`config.mk`:
```
export PLATFORM = sky130hd
export DESIGN_NAME = orf_codon_change_detector_flat
export DESIGN_NICKNAME = d
export VERILOG_FILES = /design/src/rtl/ocd_pkg.sv /design/src/rtl/ocd_channels.sv /design/src/rtl/ocd_result_fifo.sv /design/src/rtl/orf_codon_change_detector.sv /design/src/flat_wrapper.sv
export SDC_FILE = /design/constraint.sdc
export NUM_CORES = 1
export LEC_CHECK = 0
export ABC_CLOCK_PERIOD_IN_PS = 16400
export BUFFER_PORTS_ARGS = -buffer_cell sky130_fd_sc_hd__buf_2
export CORE_MARGIN = 10
export CORE_UTILIZATION = 45
export CTS_CLUSTER_DIAMETER = 120
export DETAILED_ROUTE_END_ITERATION = 12
export SYNTH_ARGS = -nofsm -noshare
export SYNTH_HDL_FRONTEND = slang
export SYNTH_HIERARCHICAL = 1
export SYNTH_SLANG_ARGS = --single-unit
export TNS_END_PERCENT = 1
```
`constraint.sdc`:
```
create_clock -name clk_i -period 16.4 [get_ports clk_i]
set_input_delay 3.28 -clock clk_i [delete_from_list [all_inputs] [get_ports clk_i]]
set_output_delay 3.28 -clock clk_i [all_outputs]
set_load 0.02 [all_outputs]
```
`src/rtl/ocd_pkg.sv`:
```
// ----------------------------------------------------------------------------
// ocd_pkg
// Types, constants and the genetic code table shared by the codon change
// detector and its result queue.
// ----------------------------------------------------------------------------
package ocd_pkg;

  // Base codes as they arrive on the input channel.
  localparam logic [1:0] BASE_A = 2'd0;
  localparam logic [1:0] BASE_C = 2'd1;
  localparam logic [1:0] BASE_G = 2'd2;
  localparam logic [1:0] BASE_T = 2'd3;

  // Two bases of "AT" as held in the search window.
  localparam logic [3:0] WINDOW_AT = {BASE_A, BASE_T};

  // Longest gene the position counter follows before it holds its value.
  localparam int unsigned MAX_GENE_LEN  = 65536;
  localparam int unsigned POS_LIMIT_INT = ((MAX_GENE_LEN - 1) < 65535) ?
                                          (MAX_GENE_LEN - 1) : 65535;
  localparam logic [15:0] POS_LIMIT     = 16'(POS_LIMIT_INT);

  // Amino acid codes: Ala0 Arg1 Asn2 Asp3 Cys4 Gln5 Glu6 Gly7 His8 Ile9
  // Leu10 Lys11 Met12 Phe13 Pro14 Ser15 Thr16 Trp17 Tyr18 Val19 Stop20.
  localparam logic [4:0] AMINO_STOP = 5'd20;

  // Standard genetic code, indexed by first*16 + second*4 + third.
  localparam logic [4:0] AMINO_ROM [64] = '{
    5'd11, 5'd2,  5'd11, 5'd2,  5'd16, 5'd16, 5'd16, 5'd16,
    5'd1,  5'd15, 5'd1,  5'd15, 5'd9,  5'd9,  5'd12, 5'd9,
    5'd5,  5'd8,  5'd5,  5'd8,  5'd14, 5'd14, 5'd14, 5'd14,
    5'd1,  5'd1,  5'd1,  5'd1,  5'd10, 5'd10, 5'd10, 5'd10,
    5'd6,  5'd3,  5'd6,  5'd3,  5'd0,  5'd0,  5'd0,  5'd0,
    5'd7,  5'd7,  5'd7,  5'd7,  5'd19, 5'd19, 5'd19, 5'd19,
    5'd20, 5'd18, 5'd20, 5'd18, 5'd15, 5'd15, 5'd15, 5'd15,
    5'd20, 5'd4,  5'd17, 5'd4,  5'd10, 5'd13, 5'd10, 5'd13
  };

  // Kind of a result.
  typedef enum logic {
    KIND_FRAME   = 1'b0,
    KIND_SUMMARY = 1'b1
  } result_kind_e;

  // One result as it sits in the result queue.
  typedef struct packed {
    result_kind_e result_kind;
    logic [15:0]  frame_start;
    logic         frame_changed;
    logic [14:0]  changed_codons;
    logic [15:0]  first_change_pos;
    logic         gene_changed;
    logic [14:0]  changed_frames;
    logic         last;
  } result_t;

  // Result queue geometry; two results may enter in one cycle.
  localparam int unsigned FIFO_DEPTH = 4;
  localparam int unsigned FIFO_PTR_W = $clog2(FIFO_DEPTH);
  localparam int unsigned FIFO_CNT_W = $clog2(FIFO_DEPTH + 1);

  // Write side of the result queue: up to two results in order.
  typedef struct packed {
    logic [1:0] push_cnt;
    result_t    entry0;
    result_t    entry1;
  } fifo_push_t;

endpackage

```
`src/rtl/ocd_channels.sv`:
```
// ----------------------------------------------------------------------------
// ocd_channels
// Valid/ready channels of the codon change detector: one carries aligned
// base pairs in, the other carries frame and gene results out.
// ----------------------------------------------------------------------------
interface ocd_base_if;
  logic       valid;
  logic       ready;
  logic [1:0] ref_base;
  logic [1:0] alt_base;
  logic       gene_end;

  modport source (output valid, ref_base, alt_base, gene_end, input ready);
  modport sink   (input valid, ref_base, alt_base, gene_end, output ready);
endinterface

interface ocd_result_if;
  logic        valid;
  logic        ready;
  logic        result_kind;
  logic [15:0] frame_start;
  logic        frame_changed;
  logic [14:0] changed_codons;
  logic [15:0] first_change_pos;
  logic        gene_changed;
  logic [14:0] changed_frames;
  logic        last;

  modport source (output valid, result_kind, frame_start, frame_changed,
                  changed_codons, first_change_pos, gene_changed,
                  changed_frames, last, input ready);
  modport sink   (input valid, result_kind, frame_start, frame_changed,
                  changed_codons, first_change_pos, gene_changed,
                  changed_frames, last, output ready);
endinterface

```
`src/rtl/ocd_result_fifo.sv`:
```
// ----------------------------------------------------------------------------
// ocd_result_fifo
// Small result queue that takes zero, one or two results per cycle and
// hands out one per cycle at its head while the reader pops it.
// ----------------------------------------------------------------------------
module ocd_result_fifo
  import ocd_pkg::*;
(
  input  logic                  clk_i,
  input  logic                  rst_ni,
  input  fifo_push_t            push_i,
  input  logic                  pop_i,
  output result_t               head_o,
  output logic                  head_valid_o,
  output logic [FIFO_CNT_W-1:0] count_o
);

  result_t               mem_q [FIFO_DEPTH];
  logic [FIFO_PTR_W-1:0] wr_ptr_q, wr_ptr_d;
  logic [FIFO_PTR_W-1:0] rd_ptr_q, rd_ptr_d;
  logic [FIFO_CNT_W-1:0] count_q, count_d;
  logic [FIFO_PTR_W-1:0] wr_ptr_next;
  logic                  pop;

  assign wr_ptr_next = wr_ptr_q + FIFO_PTR_W'(1);
  assign pop         = pop_i && (count_q != '0);

  // Pointer and fill level update.
  always_comb begin
    wr_ptr_d = wr_ptr_q + FIFO_PTR_W'(push_i.push_cnt);
    rd_ptr_d = pop ? (rd_ptr_q + FIFO_PTR_W'(1)) : rd_ptr_q;
    count_d  = count_q + FIFO_CNT_W'(push_i.push_cnt) - FIFO_CNT_W'(pop);
  end

  always_ff @(posedge clk_i or negedge rst_ni) begin
    if (!rst_ni) begin
      wr_ptr_q <= '0;
      rd_ptr_q <= '0;
      count_q  <= '0;
    end else begin
      wr_ptr_q <= wr_ptr_d;
      rd_ptr_q <= rd_ptr_d;
      count_q  <= count_d;
    end
  end

  // Storage: the first result goes to the write pointer, the second after it.
  always_ff @(posedge clk_i) begin
    if (push_i.push_cnt != 2'd0) begin
      mem_q[wr_ptr_q] <= push_i.entry0;
    end
    if (push_i.push_cnt == 2'd2) begin
      mem_q[wr_ptr_next] <= push_i.entry1;
    end
  end

  assign head_o       = mem_q[rd_ptr_q];
  assign head_valid_o = (count_q != '0);
  assign count_o      = count_q;

  // The producer only pushes what fits.
  a_no_overflow: assert property (@(posedge clk_i) disable iff (!rst_ni)
    (FIFO_CNT_W'(push_i.push_cnt) + count_q - FIFO_CNT_W'(pop))
      <= FIFO_CNT_W'(FIFO_DEPTH))
    else $error("result queue overflow");

  // Fill level follows pushes and pops.
  a_count_track: assert property (@(posedge clk_i) disable iff (!rst_ni)
    1'b1 |=> count_q == $past(count_d))
    else $error("result queue count mismatch");

  // At most two results arrive in one cycle.
  a_push_cnt_range: assert property (@(posedge clk_i) disable iff (!rst_ni)
    push_i.push_cnt <= 2'd2)
    else $error("result queue push count out of range");

endmodule

```
`src/rtl/orf_codon_change_detector.sv`:
```
// ----------------------------------------------------------------------------
// orf_codon_change_detector
// Compares the translation of a reference gene and a mutated copy frame by
// frame, reporting changed open reading frames and a per-gene summary.
// ----------------------------------------------------------------------------
// Usage:
//   in_ch_i takes one aligned base pair per request (reference base, mutated
//   base, gene end flag). out_ch_o delivers results: a frame result when a
//   reference stop codon closes an open reading frame, and a summary after
//   the base flagged as gene end. One base pair yields zero, one or two
//   results; last marks the final result of that base pair.
//   A request is registered at the input, evaluated from that register with
//   one genetic code lookup per strand, and its results enter a four-entry
//   result queue whose head drives the output. Throughput is one base pair
//   per cycle, set by the single evaluation stage; it stays at that rate
//   while the queue holds at most two results, so a receiver that stalls
//   fills the queue and the input then stops taking requests until results
//   drain.
//   Reset clears the search state, counters and queue; the block then looks
//   for the first ATG of a new gene. Each gene end also returns it there.
// ----------------------------------------------------------------------------
module orf_codon_change_detector
  import ocd_pkg::*;
(
  input  logic         clk_i,
  input  logic         rst_ni,
  ocd_base_if.sink     in_ch_i,
  ocd_result_if.source out_ch_o
);

  // Input register.
  logic       s1_valid_q;
  logic [1:0] s1_ref_q;
  logic [1:0] s1_alt_q;
  logic       s1_end_q;
  logic       s1_fire;
  logic       in_fire;

  // Scan state.
  logic        in_frame_q, in_frame_d;
  logic [3:0]  window_q, window_d;
  logic [1:0]  phase_q, phase_d;
  logic [3:0]  ref_bits_q, ref_bits_d;
  logic [3:0]  alt_bits_q, alt_bits_d;
  logic [15:0] base_pos_q, base_pos_d;
  logic [15:0] open_start_q, open_start_d;
  logic [14:0] diff_cnt_q, diff_cnt_d;
  logic [15:0] first_diff_q, first_diff_d;
  logic [14:0] gene_frames_q, gene_frames_d;
  logic        gene_any_q, gene_any_d;

  // Evaluation results.
  logic [4:0]  ref_amino;
  logic [4:0]  alt_amino;
  logic        frame_emit;
  logic [15:0] pos_minus2;
  result_t     frame_res;
  result_t     summary_res;
  fifo_push_t  push;

  // Result queue.
  result_t               head;
  logic                  head_valid;
  logic [FIFO_CNT_W-1:0] fifo_count;

  // The stage advances when the queue has room for two results.
  assign s1_fire       = s1_valid_q && (fifo_count <= FIFO_CNT_W'(FIFO_DEPTH - 2));
  assign in_ch_i.ready = !s1_valid_q || s1_fire;
  assign in_fire       = in_ch_i.valid && in_ch_i.ready;

  always_ff @(posedge clk_i or negedge rst_ni) begin
    if (!rst_ni) begin
      s1_valid_q <= 1'b0;
    end else if (in_ch_i.ready) begin
      s1_valid_q <= in_ch_i.valid;
    end
  end

  always_ff @(posedge clk_i) begin
    if (in_fire) begin
      s1_ref_q <= in_ch_i.ref_base;
      s1_alt_q <= in_ch_i.alt_base;
      s1_end_q <= in_ch_i.gene_end;
    end
  end

  // Codon translation for both strands.
  assign ref_amino  = AMINO_ROM[{ref_bits_q, s1_ref_q}];
  assign alt_amino  = AMINO_ROM[{alt_bits_q, s1_alt_q}];
  assign pos_minus2 = base_pos_q - 16'd2;

  // Next scan state for the base pair held in the input register.
  always_comb begin
    in_frame_d    = in_frame_q;
    window_d      = window_q;
    phase_d       = phase_q;
    ref_bits_d    = ref_bits_q;
    alt_bits_d    = alt_bits_q;
    base_pos_d    = base_pos_q;
    open_start_d  = open_start_q;
    diff_cnt_d    = diff_cnt_q;
    first_diff_d  = first_diff_q;
    gene_frames_d = gene_frames_q;
    gene_any_d    = gene_any_q;
    frame_emit    = 1'b0;

    if (s1_valid_q) begin
      if (!in_frame_q) begin
        // Looking for ATG; the window holds the previous two bases.
        if ((phase_q >= 2'd2) && (window_q == WINDOW_AT) && (s1_ref_q == BASE_G)) begin
          in_frame_d   = 1'b1;
          open_start_d = pos_minus2;
          phase_d      = 2'd0;
          window_d     = 4'd0;
          ref_bits_d   = 4'd0;
          alt_bits_d   = 4'd0;
          diff_cnt_d   = '0;
          first_diff_d = '0;
        end else begin
          window_d = {window_q[1:0], s1_ref_q};
          if (phase_q < 2'd2) begin
            phase_d = phase_q + 2'd1;
          end
        end
      end else if (phase_q < 2'd2) begin
        // Gathering the first two bases of a codon.
        ref_bits_d = {ref_bits_q[1:0], s1_ref_q};
        alt_bits_d = {alt_bits_q[1:0], s1_alt_q};
        phase_d    = phase_q + 2'd1;
      end else begin
        // Third base: compare amino acids or close the frame on a stop.
        if (ref_amino == AMINO_STOP) begin
          frame_emit = 1'b1;
          if (diff_cnt_q != '0) begin
            gene_any_d = 1'b1;
            if (!(&gene_frames_q)) begin
              gene_frames_d = gene_frames_q + 15'd1;
            end
          end
          in_frame_d   = 1'b0;
          window_d     = 4'd0;
          diff_cnt_d   = '0;
          first_diff_d = '0;
        end else if (ref_amino != alt_amino) begin
          if (diff_cnt_q == '0) begin
            first_diff_d = pos_minus2;
          end
          if (!(&diff_cnt_q)) begin
            diff_cnt_d = diff_cnt_q + 15'd1;
          end
        end
        phase_d    = 2'd0;
        ref_bits_d = 4'd0;
        alt_bits_d = 4'd0;
      end

      if (base_pos_q < POS_LIMIT) begin
        base_pos_d = base_pos_q + 16'd1;
      end
    end
  end

  // Result words; the summary sees this base pair's frame update.
  always_comb begin
    frame_res                  = '0;
    frame_res.result_kind      = KIND_FRAME;
    frame_res.frame_start      = open_start_q;
    frame_res.frame_changed    = (diff_cnt_q != '0);
    frame_res.changed_codons   = diff_cnt_q;
    frame_res.first_change_pos = first_diff_q;
    frame_res.last             = !s1_end_q;

    summary_res                = '0;
    summary_res.result_kind    = KIND_SUMMARY;
    summary_res.gene_changed   = gene_any_d;
    summary_res.changed_frames = gene_frames_d;
    summary_res.last           = 1'b1;
  end

  always_comb begin
    push.push_cnt = '0;
    if (s1_fire) begin
      push.push_cnt = {1'b0, frame_emit} + {1'b0, s1_end_q};
    end
    push.entry0 = frame_emit ? frame_res : summary_res;
    push.entry1 = summary_res;
  end

  // State registers; a gene end returns everything to its reset value.
  always_ff @(posedge clk_i or negedge rst_ni) begin
    if (!rst_ni) begin
      in_frame_q    <= 1'b0;
      window_q      <= '0;
      phase_q       <= '0;
      ref_bits_q    <= '0;
      alt_bits_q    <= '0;
      base_pos_q    <= '0;
      open_start_q  <= '0;
      diff_cnt_q    <= '0;
      first_diff_q  <= '0;
      gene_frames_q <= '0;
      gene_any_q    <= 1'b0;
    end else if (s1_fire) begin
      if (s1_end_q) begin
        in_frame_q    <= 1'b0;
        window_q      <= '0;
        phase_q       <= '0;
        ref_bits_q    <= '0;
        alt_bits_q    <= '0;
        base_pos_q    <= '0;
        open_start_q  <= '0;
        diff_cnt_q    <= '0;
        first_diff_q  <= '0;
        gene_frames_q <= '0;
        gene_any_q    <= 1'b0;
      end else begin
        in_frame_q    <= in_frame_d;
        window_q      <= window_d;
        phase_q       <= phase_d;
        ref_bits_q    <= ref_bits_d;
        alt_bits_q    <= alt_bits_d;
        base_pos_q    <= base_pos_d;
        open_start_q  <= open_start_d;
        diff_cnt_q    <= diff_cnt_d;
        first_diff_q  <= first_diff_d;
        gene_frames_q <= gene_frames_d;
        gene_any_q    <= gene_any_d;
      end
    end
  end

  ocd_result_fifo u_result_fifo (
    .clk_i        (clk_i),
    .rst_ni       (rst_ni),
    .push_i       (push),
    .pop_i        (out_ch_o.valid && out_ch_o.ready),
    .head_o       (head),
    .head_valid_o (head_valid),
    .count_o      (fifo_count)
  );

  // Output channel driven from the queue head.
  assign out_ch_o.valid            = head_valid;
  assign out_ch_o.result_kind      = head.result_kind;
  assign out_ch_o.frame_start      = head.frame_start;
  assign out_ch_o.frame_changed    = head.frame_changed;
  assign out_ch_o.changed_codons   = head.changed_codons;
  assign out_ch_o.first_change_pos = head.first_change_pos;
  assign out_ch_o.gene_changed     = head.gene_changed;
  assign out_ch_o.changed_frames   = head.changed_frames;
  assign out_ch_o.last             = head.last;

  // A gene end leaves the scanner searching from position zero.
  a_gene_end_clears: assert property (@(posedge clk_i) disable iff (!rst_ni)
    s1_fire && s1_end_q |=> !in_frame_q && (base_pos_q == '0) && (diff_cnt_q == '0))
    else $error("scan state not cleared after gene end");

  // A summary is always the final result of its base pair.
  a_summary_last: assert property (@(posedge clk_i) disable iff (!rst_ni)
    out_ch_o.valid && (out_ch_o.result_kind == KIND_SUMMARY) |-> out_ch_o.last)
    else $error("summary result without last");

  // A frame closes only while a frame is open and on its third codon base.
  a_frame_close: assert property (@(posedge clk_i) disable iff (!rst_ni)
    frame_emit |-> in_frame_q && (phase_q == 2'd2))
    else $error("frame closed outside a codon boundary");

  // The position counter never passes its limit.
  a_pos_limit: assert property (@(posedge clk_i) disable iff (!rst_ni)
    base_pos_q <= POS_LIMIT)
    else $error("base position beyond limit");

endmodule

```
`src/flat_wrapper.sv`:
```
// flat-port wrapper written by rule: the top's interface ports become plain ports
module orf_codon_change_detector_flat import ocd_pkg::*;
  (clk_i, rst_ni, in_ch_i_valid, in_ch_i_ref_base, in_ch_i_alt_base, in_ch_i_gene_end, in_ch_i_ready, out_ch_o_valid, out_ch_o_result_kind, out_ch_o_frame_start, out_ch_o_frame_changed, out_ch_o_changed_codons, out_ch_o_first_change_pos, out_ch_o_gene_changed, out_ch_o_changed_frames, out_ch_o_last, out_ch_o_ready);
  ocd_base_if in_ch_i_i ();
  ocd_result_if out_ch_o_i ();
  input  logic clk_i;
  input  logic rst_ni;
  input wire logic [$bits(in_ch_i_i.valid)-1:0] in_ch_i_valid;
  input wire logic [$bits(in_ch_i_i.ref_base)-1:0] in_ch_i_ref_base;
  input wire logic [$bits(in_ch_i_i.alt_base)-1:0] in_ch_i_alt_base;
  input wire logic [$bits(in_ch_i_i.gene_end)-1:0] in_ch_i_gene_end;
  output wire logic [$bits(in_ch_i_i.ready)-1:0] in_ch_i_ready;
  output wire logic [$bits(out_ch_o_i.valid)-1:0] out_ch_o_valid;
  output wire logic [$bits(out_ch_o_i.result_kind)-1:0] out_ch_o_result_kind;
  output wire logic [$bits(out_ch_o_i.frame_start)-1:0] out_ch_o_frame_start;
  output wire logic [$bits(out_ch_o_i.frame_changed)-1:0] out_ch_o_frame_changed;
  output wire logic [$bits(out_ch_o_i.changed_codons)-1:0] out_ch_o_changed_codons;
  output wire logic [$bits(out_ch_o_i.first_change_pos)-1:0] out_ch_o_first_change_pos;
  output wire logic [$bits(out_ch_o_i.gene_changed)-1:0] out_ch_o_gene_changed;
  output wire logic [$bits(out_ch_o_i.changed_frames)-1:0] out_ch_o_changed_frames;
  output wire logic [$bits(out_ch_o_i.last)-1:0] out_ch_o_last;
  input wire logic [$bits(out_ch_o_i.ready)-1:0] out_ch_o_ready;
  assign in_ch_i_i.valid = in_ch_i_valid;
  assign in_ch_i_i.ref_base = in_ch_i_ref_base;
  assign in_ch_i_i.alt_base = in_ch_i_alt_base;
  assign in_ch_i_i.gene_end = in_ch_i_gene_end;
  assign in_ch_i_ready = in_ch_i_i.ready;
  assign out_ch_o_valid = out_ch_o_i.valid;
  assign out_ch_o_result_kind = out_ch_o_i.result_kind;
  assign out_ch_o_frame_start = out_ch_o_i.frame_start;
  assign out_ch_o_frame_changed = out_ch_o_i.frame_changed;
  assign out_ch_o_changed_codons = out_ch_o_i.changed_codons;
  assign out_ch_o_first_change_pos = out_ch_o_i.first_change_pos;
  assign out_ch_o_gene_changed = out_ch_o_i.gene_changed;
  assign out_ch_o_changed_frames = out_ch_o_i.changed_frames;
  assign out_ch_o_last = out_ch_o_i.last;
  assign out_ch_o_i.ready = out_ch_o_ready;
  orf_codon_change_detector u_core (.clk_i(clk_i), .rst_ni(rst_ni), .in_ch_i(in_ch_i_i), .out_ch_o(out_ch_o_i));
endmodule
```
; ---- After elaboration in Yosys (flattened, before gate mapping)
; Memory sizes are Yosys's and may differ from the RTL's.
; Cells that the tools add are included.
[totals]
register_bits = 107
ramBits = 264
output_inout_bits = 68
latch_bits = 0
romBits = 640
word_cells = 156
n_memories = 3
in_bits = 9
[classes]
magnitude_cmp = 6
n_addsub = 11
n_bitwise = 2
muxes = 77
div = 0
mul = 0
n_eq_ne = 11
reduce_logical = 28
shift = 0
[memory_table]
columns = name, depth, word_bits, rd, rd_ports_with_merged_regs, write_ports, line
row1 = (name not given), 64, 5, 1, 0, 0, orf_codon_change_detector.sv:88  ; assign ref_amino = AMINO_ROM[{ref_bits_q, s1_ref_q}];
row2 = (name not given), 64, 5, 1, 0, 0, orf_codon_change_detector.sv:89  ; assign alt_amino = AMINO_ROM[{alt_bits_q, s1_alt_q}];
row3 = u_core.u_result_fifo.mem_q, 4, 66, 1, 0, 2, ocd_result_fifo.sv:18  ; result_t mem_q [FIFO_DEPTH];
[op_table]
columns = cell, n
row1 = $mux 16, 15
row2 = $mux 15, 15
row3 = $mux 66, 1
row4 = $mux 4, 15
row5 = $add 15x1->15 const B, 2
row6 = $reduce_and 15->1, 2
row7 = $mux 1, 20
row8 = $mux 5, 4
row9 = $add 16x1->16 const B, 1
row10 = $lt 16x16->1 const B, 1
row11 = $sub 16x2->16 const B, 1
row12 = $logic_not 15->1, 1
row13 = $reduce_bool 15->1, 1
row14 = $ge 7x7->1 const B, 2
row15 = $mux 2, 7
row16 = $not 6->7, 2
row17 = $ne 4x3->1 const B, 3
row18 = $reduce_and 6->1, 2
row19 = $reduce_and 3->1, 3
row20 = $reduce_and 4->1, 2
row21 = $reduce_bool 2->1, 4
row22 = $add 2x1->2 const B, 3
row23 = $logic_and 1x1->1, 6
row24 = $ne 3x2->1 const B, 2
row25 = 17 further kinds, 20

; ---- Logic depth before layout (Yosys ltp)
; Gate-level depths: netlist of run 1.
[depth]
ltp_word = 14
mapped_depth = 14
mapped_depth_nobuf = 11

; ---- Modules after synthesis
; Netlist of run 1, hierarchy kept.
[by_module_without_submodules]
columns = mod, area_per_inst_um2, cells_per_inst, instances, seq_area_each_um2
row1 = ocd_result_fifo, 13420.4, 677, 1, 8102.8
row2 = orf_codon_change_detector, 6451.2, 754, 1, 2527.4

; ---- Worst setup path after synthesis of run 1
; Ideal clock, no wire load.
[synth_path]
path_type = register to register
startpoint = reg u_core.s1_ref_q[0]
endpoint = mem u_core/u_result_fifo/mem_q[0][0] in the netlist's numbering (enable)
setup_time_ps = 581
t_required_ps = 15819
stages_incl_launch_ff = 8
setup_slack_ps = 9412
n_path_buf = 1
arrival_time_ps = 6407
synth_period_minus_slack_ps = 6988
path_cell_list = edfxtp_1 nor2_1 and4b_1 clkbuf_1 ha_1 and3_1 o21bai_1 o21ai_0
[synth_rtl]
columns = item, line
row1 = from (decl), orf_codon_change_detector.sv:33  ; logic [1:0] s1_ref_q;
row2 = from (signal assigned), orf_codon_change_detector.sv:81  ; s1_ref_q <= in_ch_i.ref_base;
row3 = to (decl), ocd_result_fifo.sv:18

; ---- Worst setup path after layout of run 1
[layout_path]
startpoint = reg u_core.u_result_fifo.rd_ptr_q[0]
endpoint = out out_ch_o_changed_codons[13]
[layout_between]
elab_chain_len = 1
[layout_lines]
columns = item, line
row1 = from (decl), ocd_result_fifo.sv:20  ; logic [FIFO_PTR_W-1:0] rd_ptr_q, rd_ptr_d;
row2 = from (signal assigned), ocd_result_fifo.sv:42  ; rd_ptr_q <= rd_ptr_d;
row3 = $mem_v2 4x66, n/a
row4 = to (decl), flat_wrapper.sv:17  ; output wire logic [$bits(out_ch_o_i.changed_codons)-1:0] out_ch_o_changed_codons;
; Every way passes these cells.

==> results of run 1 <==
[per-layer routing]
metal / up-vias / global-route usage / routed length, um
li1: 5706 / - / -
met1: 6210 / 0.2289 / 20750
met2: 219 / 0.3076 / 24040
met3: 60 / 0.02413 / 1539
met4: 0 / 0.05303 / 934
met5: - / 0 / 0
[power breakdown]
part           switching [mW]  total (mW)  internal (mW)
sequential              0.110        1.23           1.12
combinational           0.485       0.793          0.308
clock                   0.380       0.913          0.533
[flip-flops by register name, indices dropped and copies added (netlist names)]
| register | flops |
|---|---|
| u_core/gene_frames_q | 15 |
| u_core/alt_bits_q | 4 |
| u_core/s1_end_q | 1 |
| u_core/phase_q | 2 |
| u_core/s1_valid_q | 1 |
| u_core/ref_bits_q | 4 |
| u_core/u_result_fifo/count_o | 3 |
| u_core/diff_cnt_q | 15 |
| u_core/gene_any_q | 1 |
| u_core/window_q | 4 |
| u_core/base_pos_q | 16 |
| u_core/first_diff_q | 16 |
| u_core/s1_ref_q | 2 |
| u_core/u_result_fifo/rd_ptr_q | 2 |
| u_core/s1_alt_q | 2 |
| u_core/in_frame_q | 1 |
| u_core/u_result_fifo/mem_q | 264 |
| u_core/open_start_q | 16 |
| u_core/u_result_fifo/wr_ptr_q | 2 |
[worst max path at each step]
stage / startpoint / to
finish: u_core/u_result_fifo/rd_ptr_q[0] / out_ch_o_changed_codons[13]
global route: u_core/u_result_fifo/rd_ptr_q[0] / out_ch_o_changed_codons[13]
CTS: u_core/u_result_fifo/rd_ptr_q[0] / out_ch_o_changed_codons[13]
detailed placement: u_core/u_result_fifo/rd_ptr_q[0] / out_ch_o_changed_codons[13]
global placement: u_core/u_result_fifo/rd_ptr_q[0] / out_ch_o_frame_start[10]
floorplan: u_core/s1_ref_q[0] / u_core/u_result_fifo/mem_q[0][0]
[logic make-up (layout without fill, tap and decap cells)]
group / Yosys count / in the layout / share of synthesized area
flops: 371 / 371 / 0.5349
simple gates: 367 / 367 / 0.09753
mux: 343 / 343 / 0.2456
compound gates: 155 / 155 / 0.05428
buf+inv: 129 / 203 / 0.03583
xor+xnor: 49 / 49 / 0.02160
fa+ha+maj: 15 / 15 / 0.009823
other cells: 2 / 200 / 0.0003779
[area by class of cell]
| cell class | instances | area [um^2] | area share |
|---|---|---|---|
| sequential | 371 | 10640 | 0.4695 |
| multi-input combinational | 1129 | 9323 | 0.4115 |
| clock buffer | 69 | 1276 | 0.05634 |
| tap | 585 | 732.0 | 0.03231 |
| timing repair buffer | 93 | 510.5 | 0.02254 |
| inverter | 32 | 120.1 | 0.005302 |
| clock inverter | 9 | 56.30 | 0.002485 |
[stage by stage]
stage               instance area (um^2)  worst slack (ns)
CTS                                22650             9.962
detailed placement                 21320             10.56
global route                       22650             9.859
floorplan                          20610             9.412
finish                             22650             10.11
global placement                   21320             10.62
[synthesized netlist by cell type (14+ instances only)]
library cell	number
a21oi_1	26
and2_1	45
buf_2	29
buf_6	20
clkbuf_1	31
dfrtp_1	102
edfxtp_1	269
ha_1	14
inv_1	31
mux2_1	40
mux2_2	161
mux2_4	74
mux4_2	66
nand2_1	93
nand3_1	39
nor2_1	72
nor2b_1	21
o21ai_0	38
o31ai_1	19
xnor2_1	26
xor2_1	23
[tightest hold or removal path, stage by stage (launching register included)]
cell and delay, ns:
dfrtp_1 0.34, nand2_1 0.05, o31ai_1 0.05
[layout by cell type, fill, tap and decap left out, types with 7 or more instances in the layout]
master / synthesis / layout
a21oi_1: 26 / 26
and2_1: 45 / 45
and3_1: 11 / 11
buf_2: 29 / 75
buf_4: 11 / 18
clkbuf_1: 31 / 18
clkbuf_16: 0 / 45
conb_1: 2 / 200
dfrtp_1: 102 / 100
edfxtp_1: 269 / 269
ha_1: 14 / 14
inv_1: 31 / 31
mux2_1: 40 / 40
mux2_2: 161 / 161
mux2_4: 74 / 74
mux4_2: 66 / 66
nand2_1: 93 / 93
nand2b_1: 10 / 10
nand3_1: 39 / 39
nand4_1: 13 / 13
nor2_1: 72 / 70
nor2b_1: 21 / 21
nor3_1: 10 / 10
nor4_1: 10 / 10
o21ai_0: 38 / 36
o22ai_1: 11 / 11
o311ai_0: 7 / 7
o31ai_1: 19 / 19
xnor2_1: 26 / 26
xor2_1: 23 / 23
==> results.py, run 1 <==
metrics = {
    "clocking": {
        "clk_latency_ns": 0.56,
        "cts_tree": "yes",
        "clockBufferDepth": 3,
        "cts.sinks": 371,
        "clockRootBuffer": "clkbuf_16",
        "post_cts_buffers": 0,
        "cts_resized": 0,
        "cts_hold_buf": 0,
        "cts_buffers": 42,
        "cts_max_level": 2,
        "cts.clk_slew.worst_paths_ns": 0.06,
    },
    "synthesis": {
        "yosysWarningCount": 6,
        "ys_ff_latch": 371,
        "syn_inst": 1431,
        "avgSynthCellArea_um2": 13.89,
        "yosysSeqAreaShare": 0.5349,
        "async_flop_share": 0.2749,
        "ys_top_cells_by_area": "edfxtp_1 41%, dfrtp_1 13%, mux2_2 9.1%",
        "synth_top_area_frac": 0.4065,
        "synth.largest_area_cell": "edfxtp_1",
        "synth_area_um2": 19870,
        "synth_edf_count": 269,
        "ys.flop_type": "edfxtp_1",
        "synth_cell_types": 87,
    },
    "grt": {
        "grt_overflow": 0,
        "grt_pass1_vias": 12580,
        "grt_usage": 0.1782,
        "grt_pass1_wl_um": 74180,
        "grt_max_degree": 59,
        "antenna_found_initial": 0,
    },
    "worst_setup_path": {
        "critPathMaxStageDelay_ns": 0.87,
        "end_kind": "primary output",
        "rr_worst_depth": 8,
        "r2r_start": "u_core/s1_ref_q[0]",
        "cp-start-kind": "register",
        "crit_slowest_cell": "dfrtp_4",
        "critPathKind": "reg2out",
        "crit_required_ns": 13.12,
        "critPathArrivalTime_ns": 3.01,
        "worst-r2r-setup-slack_ns": 11.78,
        "worst-path-stages": 3,
        "critical_path.cell_chain": "buf_4 -> mux4_2 -> buf_2",
        "cp_top_family": "buffers and inverters",
        "worst_r2r_endpoint": "u_core/u_result_fifo/mem_q[2][34]",
        "crit_buf_inv": 2,
        "path_max_fanout": 36,
    },
    "placed_design": {
        "dp.cells": 2210,
        "numPortBuffers": 76,
        "gp_congestion": 0.8615,
        "post-dp-hpwl_um": 29960,
    },
    "final_layout": {
        "drive_gt1_frac": 0.2877,
        "syn_to_final_growth_pct": 14.00,
        "antenna_cells": 0,
        "final_util": 0.5224,
        "n_fill_cell": 3807,
        "fin_nets": 1693,
        "final_cells": 2288,
    },
    "sta": {
        "whs_ns": 0.4742,
        "setup-tns-final_ns": 0,
        "finalMaxSlewViolations": 0,
        "tightest_slew_ns": 1.068,
        "final_hold_viol_count": 0,
        "period_minus_slack_ns": 6.292,
        "finClkSkew_ns": 0.01976,
        "relSlewSlack": 0.2877,
        "finalSetupViolations": 0,
        "post-route-period-util": 0.3837,
        "clock.fmax_ghz": 0.1589,
        "grt_setup_unrepaired": "no",
    },
    "floorplan": {
        "die_h_um": 230.1,
        "io_pins": 77,
        "num_rows": 76,
        "design.core.area_um2": 43360,
        "die_w_um": 230.1,
        "dieArea_um2": 52960,
        "initial_core_util": 0.4583,
    },
    "power": {
        "fin_total_pwr_mw": 2.937,
        "p_leak_nw": 9.003,
        "ir_drop_uv": 111.1,
        "p_per_area_nw_per_um2": 129.7,
    },
    "run_status": {
        "status": "complete, no violations",
    },
    "detailed_routing": {
        "antenna_left": 0,
        "drt_pass1_iterations": 4,
        "wl_per_cell_um": 20.66,
        "totalWireLength_um": 47260,
        "num_vias": 12200,
        "drc": 0,
        "drt_iter0_drc": 877,
        "routed_via_density": 5.330,
    },
    "hold_path": {
        "holdPathEnd": "u_core/open_start_q[7]",
        "hold_depth": 2,
        "worstHoldStart": "u_core/open_start_q[7]",
        "hold_class": "reg2reg",
    },
    "flow_run": {
        "drv_cap": 0,
    },
}
(Power assumes the default switching activity.)
==> run 2: changes to the inputs <==
--- a/config.mk
+++ b/config.mk
@@ -5,7 +5,7 @@
 export SDC_FILE = /design/constraint.sdc
 export NUM_CORES = 1
 export LEC_CHECK = 0
-export ABC_CLOCK_PERIOD_IN_PS = 16400
+export ABC_CLOCK_PERIOD_IN_PS = 5500
 export BUFFER_PORTS_ARGS = -buffer_cell sky130_fd_sc_hd__buf_2
 export CORE_MARGIN = 10
 export CORE_UTILIZATION = 45
==> constraint.sdc (replaced) <==
create_clock -name clk_i -period 5.5 [get_ports clk_i]
set_input_delay 1.1 -clock clk_i [delete_from_list [all_inputs] [get_ports clk_i]]
set_output_delay 1.1 -clock clk_i [all_outputs]
set_load 0.02 [all_outputs]
==> results.py, run 2 (same netlist as run 1, synthesis figures left out) <==
metrics = {
    "power": {
        "clock_power_share": 0.314,
        "p_leak_nw": 9.055,
        "pwr-share-seq": 0.408,
        "fin_total_pwr_mw": 8.910,
        "combPwrFrac": 0.279,
        "switching_share": 0.3357,
        "switching_power_mw": 2.991,
        "ir_drop_uv": 291.5,
        "p_int_mw": 5.919,
        "p_per_area_nw_per_um2": 391.4,
    },
    "worst_setup_path": {
        "crit_slowest_cell": "buf_4",
        "path_max_fanout": 41,
        "crit_required_ns": 5.81,
        "end_kind": "register",
        "cp-start-kind": "register",
        "critPathMaxStageDelay_ns": 0.66,
        "critical_path.cell_chain": "nor2_1 -> and4b_2 -> ha_1 -> inv_1 -> nor2_1 -> and4bb_4 -> buf_4 -> buf_4 -> mux2_2",
        "critPathKind": "reg2reg",
        "critPathArrivalTime_ns": 4.37,
    },
    "final_layout": {
        "drive_gt1_frac": 0.2922,
        "syn_to_final_growth_pct": 14.55,
        "fin_nets": 1700,
        "regMostFlops": "u_core/u_result_fifo/mem_q",
        "largest_reg_flops": 264,
        "final_common_cell": "edfxtp_1",
        "antenna_cells": 0,
        "most-common-layout-cells": "269 x edfxtp_1, 200 x conb_1, 161 x mux2_2",
        "final_util": 0.5250,
    },
    "clocking": {
        "cts_tree": "yes",
        "cts_resized": 0,
        "cts_hold_buf": 0,
        "cts.clk_slew.worst_paths_ns": 0.06,
        "clockBufferDepth": 3,
        "clk_latency_ns": 0.58,
        "clockRootBuffer": "clkbuf_16",
        "cts.sinks": 371,
        "cts_buffers": 43,
        "post_cts_buffers": 0,
        "cts_max_level": 2,
    },
    "placed_design": {
        "place_ws_ns": 1.423,
        "post-dp-hpwl_um": 29260,
        "numPortBuffers": 76,
        "gp_congestion": 0.8629,
    },
    "detailed_routing": {
        "totalWireLength_um": 46990,
        "antenna_left": 0,
        "wl_per_cell_um": 20.47,
        "num_vias": 12310,
        "drc": 0,
        "drt_iter0_drc": 926,
        "drt_pass1_iterations": 5,
        "routed_via_density": 5.360,
    },
    "floorplan": {
        "die_h_um": 230.1,
        "dieArea_um2": 52960,
        "initial_core_util": 0.4583,
        "die_w_um": 230.1,
        "num_rows": 76,
        "design.core.area_um2": 43360,
        "io_pins": 77,
    },
    "flow_run": {
        "drv_cap": 0,
    },
    "run_status": {
        "status": "complete, no violations",
    },
    "sta": {
        "post-route-period-util": 0.7390,
        "finalWorstSetupSlack_ns": 1.435,
        "period_minus_slack_ns": 4.065,
        "tightest_slew_ns": 1.163,
        "setup-tns-final_ns": 0,
        "grt_setup_unrepaired": "no",
        "final_hold_viol_count": 0,
        "relSlewSlack": 0.2248,
        "clock.fmax_ghz": 0.2460,
        "finalSetupViolations": 0,
        "finalMaxSlewViolations": 0,
        "whs_ns": 0.4735,
        "finClkSkew_ns": 0.02135,
    },
    "grt": {
        "antenna_found_initial": 0,
        "grt_usage": 0.1786,
        "grt_max_degree": 70,
        "grt_pass1_wl_um": 74910,
        "grt_overflow": 0,
        "grt_pass1_vias": 12830,
    },
    "hold_path": {
        "hold_class": "reg2reg",
    },
}
## run 2: per-layer routing
layer	up-vias	track usage	wire length (um)
li1	5722	-	-
met1	6282	0.2331	20580
met2	242	0.2999	23390
met3	60	0.03300	2063
met4	0	0.04748	958
met5	-	0	0
## run 2: worst paths after layout
path                                        start                               end  slack, ns  depth (start not counted)
setup / recovery               u_core/s1_ref_q[0]  u_core/u_result_fifo/mem_q[2][1]       1.44                          9
hold / removal             u_core/open_start_q[4]            u_core/open_start_q[4]       0.47                          2
setup reg to reg               u_core/s1_ref_q[0]  u_core/u_result_fifo/mem_q[2][1]       1.44                          9
hold reg to reg            u_core/open_start_q[4]            u_core/open_start_q[4]       0.47                          2
max in group asynchronous                  rst_ni              u_core/base_pos_q[8]       3.76                          2
min in group asynchronous                  rst_ni           u_core/gene_frames_q[8]       0.68                          1
## run 2: final cells by class
cell class                      instances  area (um^2)
Fill cell                            3789        20600
Sequential cell                       371        10640
Multi-Input combinational cell       1129         9323
Clock buffer                           63         1222
Tap cell                              585        732.0
Timing Repair Buffer                   99        580.6
Clock inverter                         17        150.1
Inverter                               32        120.1
## run 2: through the flow
stage	instance area, um^2	cells
5_1_grt	22760	2296
2_1_floorplan	20610	1629
3_5_place_dp	21390	2216
3_3_place_gp	21390	2216
4_1_cts	22760	2296
6_report	22760	2296
## run 2: power by group through the flow
| stage | clock network, mW | logic, mW | registers, mW |
|---|---|---|---|
| CTS | 2.87 | 2.54 | 3.64 |
| floorplan | 0 | 1.85 | 3.51 |
| detailed placement | 0 | 2.53 | 3.70 |
| global route | 2.98 | 2.69 | 3.69 |
| finish | 2.79 | 2.48 | 3.63 |
| global placement | 0 | 2.52 | 3.68 |
## run 2: critical path: cells and delay by family (launching register included)
family        cells  cell delay, ns
simple gates      4            1.40
buf+inv           3            1.22
flops             1            0.58
mux               1            0.41
fa+ha+maj         1            0.15
